--- src/rtl/core/amac_pkg.sv ---
// Package for the asymmetric moving average core: sizes, register codes and
// the structs passed between the front end, the job queue and the back end.
// No dependencies.
`default_nettype none
package amac_pkg;

  localparam int SAMPLE_W    = 16;
  localparam int AVG_W       = 24;
  localparam int FRAC_BITS   = 8;
  localparam int CFG_W       = 6;
  localparam int CFG_ADDR_W  = 1;
  localparam int MAX_HISTORY = 32;
  localparam int MAX_FUTURE  = 32;
  localparam int WIN_DEPTH   = MAX_HISTORY + MAX_FUTURE;
  // ring is twice the window so the front end may run a few words ahead
  localparam int RING_DEPTH  = 2 * WIN_DEPTH;
  localparam int PTR_W       = $clog2(RING_DEPTH);
  localparam int CNT_W       = $clog2(WIN_DEPTH) + 1;
  localparam int SUM_W       = SAMPLE_W + $clog2(WIN_DEPTH);
  localparam int DVD_W       = SUM_W + FRAC_BITS;
  localparam int STEP_W      = $clog2(DVD_W);
  localparam int FIFO_DEPTH  = 2;
  localparam int FIFO_PTR_W  = $clog2(FIFO_DEPTH);
  localparam int FIFO_CNT_W  = $clog2(FIFO_DEPTH + 1);

  localparam logic [CFG_ADDR_W-1:0] CFG_HISTORY = 1'd0;
  localparam logic [CFG_ADDR_W-1:0] CFG_FUTURE  = 1'd1;

  typedef struct packed {
    logic [PTR_W-1:0] wp;   // ring slot after this sample
    logic [CNT_W-1:0] n;    // samples held in the curve, saturated
    logic [CFG_W-1:0] h;    // effective history
    logic [CFG_W-1:0] f;    // effective future
    logic             last;
  } job_t;

  typedef struct packed {
    logic                       en;
    logic [PTR_W-1:0]           addr;
    logic signed [SAMPLE_W-1:0] data;
  } ring_wr_t;

endpackage
`default_nettype wire

--- src/rtl/core/amac_front.sv ---
// Front end: configuration registers, input handshake, ring write and job
// classification. Depends on amac_pkg.
`default_nettype none
module amac_front (
  input  wire                              clk,
  input  wire                              rst,
  input  wire                              cfg_valid,
  input  wire  [amac_pkg::CFG_ADDR_W-1:0]  cfg_index,
  input  wire  [amac_pkg::CFG_W-1:0]       cfg_data,
  input  wire                              s_tvalid,
  output logic                             s_tready,
  input  wire  [amac_pkg::SAMPLE_W-1:0]    s_tdata,
  input  wire                              s_tlast,
  input  wire                              fifo_full,
  output logic                             push,
  output amac_pkg::job_t                   job,
  output amac_pkg::ring_wr_t               ring_wr
);

  logic [amac_pkg::CFG_W-1:0] history;
  logic [amac_pkg::CFG_W-1:0] future;
  logic [amac_pkg::PTR_W-1:0] wp;
  logic [amac_pkg::CNT_W-1:0] seen;
  logic [amac_pkg::CNT_W-1:0] seen_inc;
  logic [amac_pkg::CFG_W-1:0] eff_h;
  logic [amac_pkg::CFG_W-1:0] eff_f;

  always_comb begin
    eff_h = (history > amac_pkg::CFG_W'(amac_pkg::MAX_HISTORY)) ?
            amac_pkg::CFG_W'(amac_pkg::MAX_HISTORY) : history;
    if (future == '0) begin
      eff_f = amac_pkg::CFG_W'(1);
    end else if (future > amac_pkg::CFG_W'(amac_pkg::MAX_FUTURE)) begin
      eff_f = amac_pkg::CFG_W'(amac_pkg::MAX_FUTURE);
    end else begin
      eff_f = future;
    end
    seen_inc = (seen < amac_pkg::CNT_W'(amac_pkg::WIN_DEPTH)) ?
               seen + amac_pkg::CNT_W'(1) : seen;
  end

  assign s_tready     = ~fifo_full;
  assign push         = s_tvalid & ~fifo_full;
  assign job.wp       = wp + amac_pkg::PTR_W'(1);
  assign job.n        = seen_inc;
  assign job.h        = eff_h;
  assign job.f        = eff_f;
  assign job.last     = s_tlast;
  assign ring_wr.en   = push;
  assign ring_wr.addr = wp;
  assign ring_wr.data = s_tdata;

  always_ff @(posedge clk) begin
    if (rst) begin
      history <= amac_pkg::CFG_W'(4);
      future  <= amac_pkg::CFG_W'(4);
      wp      <= '0;
      seen    <= '0;
    end else begin
      if (cfg_valid) begin
        case (cfg_index)
          amac_pkg::CFG_HISTORY: history <= cfg_data;
          amac_pkg::CFG_FUTURE:  future  <= cfg_data;
          default: ;
        endcase
      end
      if (push) begin
        wp   <= wp + amac_pkg::PTR_W'(1);
        seen <= s_tlast ? '0 : seen_inc;
      end
    end
  end

endmodule
`default_nettype wire

--- src/rtl/core/amac_fifo.sv ---
// Short job queue between front and back end.
// Depends on amac_pkg.
`default_nettype none
module amac_fifo (
  input  wire             clk,
  input  wire             rst,
  input  wire             push,
  input  amac_pkg::job_t  din,
  output logic            full,
  input  wire             pop,
  output amac_pkg::job_t  dout,
  output logic            empty
);

  amac_pkg::job_t                  mem [amac_pkg::FIFO_DEPTH];
  logic [amac_pkg::FIFO_PTR_W-1:0] wr_ptr;
  logic [amac_pkg::FIFO_PTR_W-1:0] rd_ptr;
  logic [amac_pkg::FIFO_CNT_W-1:0] count;

  assign full  = (count == amac_pkg::FIFO_CNT_W'(amac_pkg::FIFO_DEPTH));
  assign empty = (count == '0);
  assign dout  = mem[rd_ptr];

  always_ff @(posedge clk) begin
    if (push) begin
      mem[wr_ptr] <= din;
    end
  end

  always_ff @(posedge clk) begin
    if (rst) begin
      wr_ptr <= '0;
      rd_ptr <= '0;
      count  <= '0;
    end else begin
      if (push) wr_ptr <= wr_ptr + amac_pkg::FIFO_PTR_W'(1);
      if (pop)  rd_ptr <= rd_ptr + amac_pkg::FIFO_PTR_W'(1);
      case ({push, pop})
        2'b10:   count <= count + amac_pkg::FIFO_CNT_W'(1);
        2'b01:   count <= count - amac_pkg::FIFO_CNT_W'(1);
        default: ;
      endcase
    end
  end

endmodule
`default_nettype wire

--- src/rtl/core/amac_div.sv ---
// Restoring divider, one quotient bit per cycle, for the scaled window mean.
// Depends on amac_pkg.
`default_nettype none
module amac_div (
  input  wire                           clk,
  input  wire                           rst,
  input  wire                           start,
  input  wire  [amac_pkg::DVD_W-1:0]    dividend,
  input  wire  [amac_pkg::CNT_W-1:0]    divisor,
  output logic                          done,
  output logic [amac_pkg::DVD_W-1:0]    quotient
);

  logic                          busy;
  logic [amac_pkg::STEP_W-1:0]   cnt;
  logic [amac_pkg::DVD_W-1:0]    work;
  logic [amac_pkg::CNT_W-1:0]    rem;
  logic [amac_pkg::CNT_W-1:0]    dvs;
  logic [amac_pkg::CNT_W:0]      shifted;
  logic [amac_pkg::CNT_W:0]      diff;
  logic                          ge;

  always_comb begin
    shifted = {rem, work[amac_pkg::DVD_W-1]};
    diff    = shifted - {1'b0, dvs};
    ge      = (shifted >= {1'b0, dvs});
  end

  assign quotient = work;

  always_ff @(posedge clk) begin
    if (start) begin
      work <= dividend;
      rem  <= '0;
      dvs  <= divisor;
    end else if (busy) begin
      work <= {work[amac_pkg::DVD_W-2:0], ge};
      rem  <= ge ? diff[amac_pkg::CNT_W-1:0] : shifted[amac_pkg::CNT_W-1:0];
    end
  end

  always_ff @(posedge clk) begin
    if (rst) begin
      busy <= 1'b0;
      cnt  <= '0;
      done <= 1'b0;
    end else begin
      done <= 1'b0;
      if (start) begin
        busy <= 1'b1;
        cnt  <= '0;
      end else if (busy) begin
        cnt <= cnt + amac_pkg::STEP_W'(1);
        if (cnt == amac_pkg::STEP_W'(amac_pkg::DVD_W - 1)) begin
          busy <= 1'b0;
          done <= 1'b1;
        end
      end
    end
  end

endmodule
`default_nettype wire

--- src/rtl/core/amac_back.sv ---
// Back end: sample ring, window sum sequencer, divider and output register.
// Depends on amac_pkg and amac_div.
`default_nettype none
module amac_back (
  input  wire                             clk,
  input  wire                             rst,
  input  amac_pkg::ring_wr_t              ring_wr,
  input  wire                             job_valid,
  input  amac_pkg::job_t                  job,
  output logic                            pop,
  output logic                            m_tvalid,
  input  wire                             m_tready,
  output logic [amac_pkg::AVG_W-1:0]      m_tdata,
  output logic                            m_tlast
);

  localparam logic [2:0] S_IDLE   = 3'd0;
  localparam logic [2:0] S_SUM    = 3'd1;
  localparam logic [2:0] S_DRAIN  = 3'd2;
  localparam logic [2:0] S_DSTART = 3'd3;
  localparam logic [2:0] S_DWAIT  = 3'd4;
  localparam logic [2:0] S_OUT    = 3'd5;
  localparam logic [2:0] S_TRIM   = 3'd6;
  localparam logic [2:0] S_SUB    = 3'd7;

  logic signed [amac_pkg::SAMPLE_W-1:0] ring [amac_pkg::RING_DEPTH];
  logic signed [amac_pkg::SAMPLE_W-1:0] rd_data;
  logic [amac_pkg::PTR_W-1:0]           rd_addr;
  logic                                 rdv;

  logic [2:0]                           state;
  amac_pkg::job_t                       jb;
  logic [amac_pkg::CNT_W-1:0]           j;
  logic [amac_pkg::CNT_W-1:0]           len;
  logic [amac_pkg::CNT_W-1:0]           t;
  logic signed [amac_pkg::SUM_W-1:0]    acc;

  logic [amac_pkg::CNT_W-1:0]           nf;
  logic [amac_pkg::CNT_W-1:0]           j0;
  logic [amac_pkg::CNT_W-1:0]           span0;
  logic [amac_pkg::CNT_W-1:0]           len0;
  logic [amac_pkg::CNT_W-1:0]           span1;
  logic [amac_pkg::CNT_W-1:0]           len1;
  logic                                 skip;
  logic                                 out_free;
  logic                                 out_load;

  logic                                 neg;
  logic [amac_pkg::SUM_W-1:0]           mag;
  logic [amac_pkg::DVD_W-1:0]           quotient;
  logic [amac_pkg::DVD_W-1:0]           q_signed;
  logic                                 div_start;
  logic                                 div_done;

  // ring store: one write port from the front end, one registered read
  always_ff @(posedge clk) begin
    if (ring_wr.en) begin
      ring[ring_wr.addr] <= ring_wr.data;
    end
    rd_data <= ring[rd_addr];
  end

  always_comb begin
    nf    = (job.n < amac_pkg::CNT_W'(job.f)) ? job.n : amac_pkg::CNT_W'(job.f);
    j0    = job.last ? nf - amac_pkg::CNT_W'(1)
                     : amac_pkg::CNT_W'(job.f) - amac_pkg::CNT_W'(1);
    span0 = j0 + amac_pkg::CNT_W'(1) + amac_pkg::CNT_W'(job.h);
    len0  = (span0 < job.n) ? span0 : job.n;
    skip  = ~job.last & (job.n < amac_pkg::CNT_W'(job.f));
    span1 = j + amac_pkg::CNT_W'(jb.h);
    len1  = (span1 < jb.n) ? span1 : jb.n;
    pop   = (state == S_IDLE) & job_valid;
    out_free = ~m_tvalid | m_tready;
    out_load = (state == S_OUT) & out_free;
    if (state == S_TRIM) begin
      rd_addr = jb.wp - amac_pkg::PTR_W'(1) - amac_pkg::PTR_W'(len);
    end else begin
      rd_addr = jb.wp - amac_pkg::PTR_W'(1) - amac_pkg::PTR_W'(t);
    end
    neg       = acc[amac_pkg::SUM_W-1];
    mag       = neg ? amac_pkg::SUM_W'(-acc) : amac_pkg::SUM_W'(acc);
    q_signed  = neg ? (~quotient + amac_pkg::DVD_W'(1)) : quotient;
    div_start = (state == S_DSTART);
  end

  amac_div u_div (
    .clk      (clk),
    .rst      (rst),
    .start    (div_start),
    .dividend ({mag, {amac_pkg::FRAC_BITS{1'b0}}}),
    .divisor  (len),
    .done     (div_done),
    .quotient (quotient)
  );

  always_ff @(posedge clk) begin
    if (rst) begin
      state    <= S_IDLE;
      rdv      <= 1'b0;
      m_tvalid <= 1'b0;
    end else begin
      rdv <= (state == S_SUM);
      if (out_load) begin
        m_tvalid <= 1'b1;
      end else if (m_tvalid & m_tready) begin
        m_tvalid <= 1'b0;
      end
      case (state)
        S_IDLE: begin
          if (job_valid) begin
            jb  <= job;
            j   <= j0;
            len <= len0;
            t   <= '0;
            acc <= '0;
            if (!skip) state <= S_SUM;
          end
        end
        S_SUM: begin
          if (rdv) acc <= acc + amac_pkg::SUM_W'(rd_data);
          t <= t + amac_pkg::CNT_W'(1);
          if (t == len - amac_pkg::CNT_W'(1)) state <= S_DRAIN;
        end
        S_DRAIN: begin
          acc   <= acc + amac_pkg::SUM_W'(rd_data);
          state <= S_DSTART;
        end
        S_DSTART: state <= S_DWAIT;
        S_DWAIT: begin
          if (div_done) state <= S_OUT;
        end
        S_OUT: begin
          if (out_free) begin
            m_tdata  <= q_signed[amac_pkg::AVG_W-1:0];
            m_tlast  <= jb.last & (j == '0);
            if (jb.last && (j != '0)) begin
              j <= j - amac_pkg::CNT_W'(1);
              if (len1 < len) begin
                len   <= len1;
                state <= S_TRIM;
              end else begin
                state <= S_DSTART;
              end
            end else begin
              state <= S_IDLE;
            end
          end
        end
        S_TRIM: state <= S_SUB;
        S_SUB: begin
          // drop the oldest sample that left the shrinking window
          acc   <= acc - amac_pkg::SUM_W'(rd_data);
          state <= S_DSTART;
        end
        default: state <= S_IDLE;
      endcase
    end
  end

endmodule
`default_nettype wire

--- src/rtl/core/asymmetric_moving_average_core.sv ---
// Top level of the asymmetric moving average core.
// Depends on amac_pkg, amac_front, amac_fifo, amac_back (and amac_div).
//
// Use:
//   s_* carries one sample word per handshake: s_tdata is the signed sample,
//   s_tlast marks the last sample of a curve. m_* carries averages: m_tdata
//   is the window mean times 256 (signed, truncated toward zero), m_tlast
//   marks the last average of a curve. The cfg channel writes history
//   (index 0) and future (index 1); it is always ready and is meant to be
//   written only while the core is idle.
// Sequence:
//   for an average (back end idle) the back end pops the sample's job, reads
//   len ring words (len is the clipped window, up to 64), adds the last
//   read in a drain step, starts the bit-serial divider, waits until it is
//   done and loads the output register. It pops no new job before that;
//   a sample that only fills the window is popped without an average.
//   Flushed averages at curve end reuse the sum: an optional trim and
//   subtract step drops the oldest sample, then start, divide and output.
// Reset:
//   synchronous, clears pointers, counters, queue and output valid;
//   registers return to history 4, future 4.
// Stalls:
//   when m_tready is low the output word holds and the back end waits; the
//   front end keeps taking samples until the two-entry job queue fills.
`default_nettype none
module asymmetric_moving_average_core (
  input  wire                              clk,
  input  wire                              rst,
  input  wire                              cfg_valid,
  output logic                             cfg_ready,
  input  wire  [amac_pkg::CFG_ADDR_W-1:0]  cfg_index,
  input  wire  [amac_pkg::CFG_W-1:0]       cfg_data,
  input  wire                              s_tvalid,
  output logic                             s_tready,
  input  wire  [amac_pkg::SAMPLE_W-1:0]    s_tdata,   // [15:0] sample
  input  wire                              s_tlast,   // end_of_curve
  output logic                             m_tvalid,
  input  wire                              m_tready,
  output logic [amac_pkg::AVG_W-1:0]       m_tdata,   // [23:0] average
  output logic                             m_tlast    // final_output
);

  logic                fifo_full;
  logic                fifo_empty;
  logic                push;
  logic                pop;
  amac_pkg::job_t      job_in;
  amac_pkg::job_t      job_out;
  amac_pkg::ring_wr_t  ring_wr;

  assign cfg_ready = 1'b1;

  amac_front u_front (
    .clk       (clk),
    .rst       (rst),
    .cfg_valid (cfg_valid),
    .cfg_index (cfg_index),
    .cfg_data  (cfg_data),
    .s_tvalid  (s_tvalid),
    .s_tready  (s_tready),
    .s_tdata   (s_tdata),
    .s_tlast   (s_tlast),
    .fifo_full (fifo_full),
    .push      (push),
    .job       (job_in),
    .ring_wr   (ring_wr)
  );

  amac_fifo u_fifo (
    .clk   (clk),
    .rst   (rst),
    .push  (push),
    .din   (job_in),
    .full  (fifo_full),
    .pop   (pop),
    .dout  (job_out),
    .empty (fifo_empty)
  );

  amac_back u_back (
    .clk       (clk),
    .rst       (rst),
    .ring_wr   (ring_wr),
    .job_valid (~fifo_empty),
    .job       (job_out),
    .pop       (pop),
    .m_tvalid  (m_tvalid),
    .m_tready  (m_tready),
    .m_tdata   (m_tdata),
    .m_tlast   (m_tlast)
  );

endmodule
`default_nettype wire

--- config.mk ---
export PLATFORM = sky130hd
export DESIGN_NAME = asymmetric_moving_average_core
export DESIGN_NICKNAME = d
export VERILOG_FILES = /design/src/rtl/core/amac_pkg.sv /design/src/rtl/core/amac_front.sv /design/src/rtl/core/amac_fifo.sv /design/src/rtl/core/amac_div.sv /design/src/rtl/core/amac_back.sv /design/src/rtl/core/asymmetric_moving_average_core.sv
export SDC_FILE = /design/constraint.sdc
export NUM_CORES = 2
export LEC_CHECK = 0
export BUFFER_PORTS_ARGS = -buffer_cell sky130_fd_sc_hd__buf_2
export CAP_MARGIN = 25
export CORE_ASPECT_RATIO = 0.7
export CORE_MARGIN = 4
export CORE_UTILIZATION = 45
export DETAILED_ROUTE_END_ITERATION = 7
export PLACE_DENSITY = 0.6
export SETUP_SLACK_MARGIN = 0.15
export SLEW_MARGIN = 20
export SYNTH_ARGS = -nofsm -noshare
export SYNTH_HDL_FRONTEND = slang
export SYNTH_SLANG_ARGS = --single-unit
--- constraint.sdc ---
create_clock -name clk -period 5.95 [get_ports clk]
set_input_delay 0.8925 -clock clk [delete_from_list [all_inputs] [get_ports clk]]
set_output_delay 0.8925 -clock clk [all_outputs]
set_load 0.01 [all_outputs]
==> results.toml <==
[power]
p_per_area_nw_per_um2 = 530.9
p_seq_frac = 0.336
ir_drop_v = 0.0003576
p_int_mw = 35.97
p_switching_mw = 19.64
power_leakage_nw = 33.73
p_comb_frac = 0.415
pwr-share-clk = 0.249
swShare = 0.3532

[synthesis]
synth_cell_types = 72
synth-edff-count = 2220
synthCells = 4609
synth.avg_cell_area_um2 = 20.04
synth_top_area_share = 0.7218
synth_top_area_cell = "edfxtp_1"
synthArstFlopShare = 0
ys_seq_area_frac = 0.7379
synth_fp_nets = 4727
yosys_most_used_dff = "edfxtp_1"
synth_area_leaders = "edfxtp_1 72%, mux4_2 14%, mux2i_1 1.6%"
yosys_warnings = 0
yosys_register_bits = 2294
netlist_area_um2 = 92350

[worst_setup_path]
crit_path_start_kind = "flip-flop"
r2r_cells = 26
worst-setup-path-type = "reg -> reg"
critPathArrivalTime_ns = 6.01
cp_common_cell = "ha_1"
crit_family = "adder cells"
slowest_delay_ns = 0.54
worstSetupPathDepth = 26
critical_path_buf_inv_count = 3
endpoint_kind = "flip-flop"
cp_slowest_cell = "or4_4"
required_ns = 6.50
cp_max_fo = 6

[drt]
dr.pass1.iters = 5
drc = 0
viasPerCell = 5.929
via_count = 46340
wl_per_cell_um = 28.82
postRouteAntennaNets = 0
drtIter0Drc = 5739
wl_um = 225200

[floorplan]
dieArea_um2 = 212700
rows = 138
die_y_um = 387.0
dieWidth_um = 549.5
start_util = 0.4548
core_area_um2 = 203100
pin_count = 57

[cells_and_area]
final_common_cell = "edfxtp_1"
nFillCells = 16030
nets = 5022
fin_util = 0.5158
seq_area_um2 = 68150
area_delta_synth_final_pct = 13.42
drive_above_1_share = 0.2674
final_cell_mix = "2220 x edfxtp_1, 576 x mux4_2, 227 x buf_4"
multi_input_area_um2 = 23230
final_area_um2 = 104700

[clock_network]
cts_tree = "done"
clk_latency_ns = 0.87
clockRootBuffer = "clkbuf_16"
clk_path_buf_depth = 4
cts.hold.buffers_added = 0
cts.clk_slew.worst_paths_ns = 0.06
postCtsSetupRepairBufs = 0
cts_buffers = 218
cts_sinks = 2294
h-tree-depth = 4

[grt]
grt_pass1_wl_um = 326400
grt_max_degree = 91
antenna_found_initial = 2
overflow = 0
first_global_vias = 45250
grt_use_total = 0.2092

[timing]
hold_viol = 0
fmax_mhz = 182.9
rsz0062_at_grt = "false"
drv_slew = 0
relSlewSlack = 0.2406
whs_ns = 0.2822
min_period_ns = 5.467
worst_pin_slew_ns = 1.139
setup_viol = 0
finalCritPeriodShare = 0.9188
skew_ns = 0.08909
tns_ns = 0

[status]
status = "finished, final reports clean"

[flow_run]
drv_cap = 0

[worst_hold_path]
whs_path_depth = 2
hold_path.class = "in -> reg"

[placed_design]
io_buffers = 55
dp_hpwl_um = 135000
place_area_um2 = 97600
place.gp.congestion = 0.8089
[per-layer routing]
layer	track usage	up-vias	routed length, um
li1	-	19540	-
met1	0.3341	24770	103800
met2	0.2983	1742	98330
met3	0.04380	285	19110
met4	0.04007	0	3921
met5	0	-	0
[final timing paths]
path	startpoint	to	slack (ns)
worst max-delay path	flip-flop	u_back.len[6]	0.48
worst min-delay path	cfg_data[2]	u_front.history[2]	0.28
worst max register to register	flip-flop	u_back.len[6]	0.48
worst min register to register	u_front.future[0]	u_front.future[0]	0.49
[synth_stat cells (all sizes together) (18+ instances only)]
library cell	count
buf	97
mux4	576
xor2	52
xnor2	82
mux2i	153
a221o	18
edfxtp	2220
o22ai	19
nor2b	32
nor3	34
a32o	32
nor2	251
clkbuf	137
dfxtp	74
a21oi	85
nor4	25
nand2	162
ha	84
inv	65
o21ai	78
nand3	55
mux2	57
a21o	26
[flip-flops by register name, indices dropped and copies added, names as in the netlist, 2 cells and up, named ones only]
name,count
u_fifo.count,2
u_back.len,7
u_front.history,6
u_front.wp,7
u_back.j,7
u_fifo.mem,54
u_front.seen,7
u_back.m_tdata,24
u_back.acc,22
u_back.u_div.rem,7
u_back.rd_data,16
u_back.t,7
u_back.state,3
u_back.u_div.quotient,30
u_back.u_div.dvs,7
u_front.future,6
u_back.jb,21
u_back.u_div.cnt,5
u_back.ring,2048
[kinds of logic after synthesis]
kind of cell	share of synthesized area
adder cells (fa/ha/maj)	0.01246
other	0.00004061
AND/OR/NAND/NOR	0.03211
XOR/XNOR	0.01311
flip-flops	0.7379
buffers and inverters	0.01397
AO/OA/AOI/OAI	0.02624
multiplexers	0.1642
[power by group through the flow]
| stage | clock [mW] | combinational (mW) | sequential (mW) |
|---|---|---|---|
| finish | 13.8 | 23.1 | 18.7 |
| detailed placement | 0 | 23.0 | 19.0 |
| global route | 14.9 | 24.4 | 18.7 |
| global placement | 0 | 23.0 | 19.0 |
| floorplan | 0 | 14.8 | 18.8 |
| CTS | 14.1 | 23.1 | 18.7 |
[cell type report]
class                      instances  share of cell area
tap                             2730             0.03261
clock buffer                     270             0.05505
inverter                          65            0.002329
antenna                            3          0.00007167
sequential                      2294              0.6506
clock inverter                   128             0.01204
timing repair buffer             309             0.02549
multi-input combinational       2016              0.2218
[worst register-to-register path, cell delays in order, from the launching register on]
cell	delay, ns
dfxtp_2	0.37
buf_6	0.16
mux2i_4	0.24
inv_1	0.09
ha_1	0.33
a21oi_2	0.14
o22ai_1	0.12
or4_4	0.54
nor2_2	0.13
a21oi_2	0.05
inv_1	0.07
ha_2	0.22
nand3_1	0.09
xor2_1	0.17
nand2_1	0.11
o21ai_2	0.10
ha_1	0.34
a21o_1	0.18
a31oi_2	0.17
xnor2_1	0.16
ha_1	0.28
and3_1	0.15
o21ai_0	0.09
a21boi_1	0.12
nor2_2	0.14
mux2_2	0.35
mux2_4	0.26
[through the flow]
step                      setup slack, ns  power [mW]  std cells
after detailed placement           0.1606       42.03       7412
after CTS                          0.1568       55.90       7810
after global placement             0.3397       41.96       7403
after floorplan                    0.1533       33.58       4609
after global routing               0.1543       58.01       7812
final                              0.4830       55.61       7815
[what timing repair did]
| action | CTS | global route |
|---|---|---|
| pin swaps | 0 | 2 |
| gates resized for setup | 2 | 20 |
| cloned | 0 | 0 |
| endpoints found under the setup margin | 1 | 7 |
No activity file was read; power rests on OpenSTA's default activity.
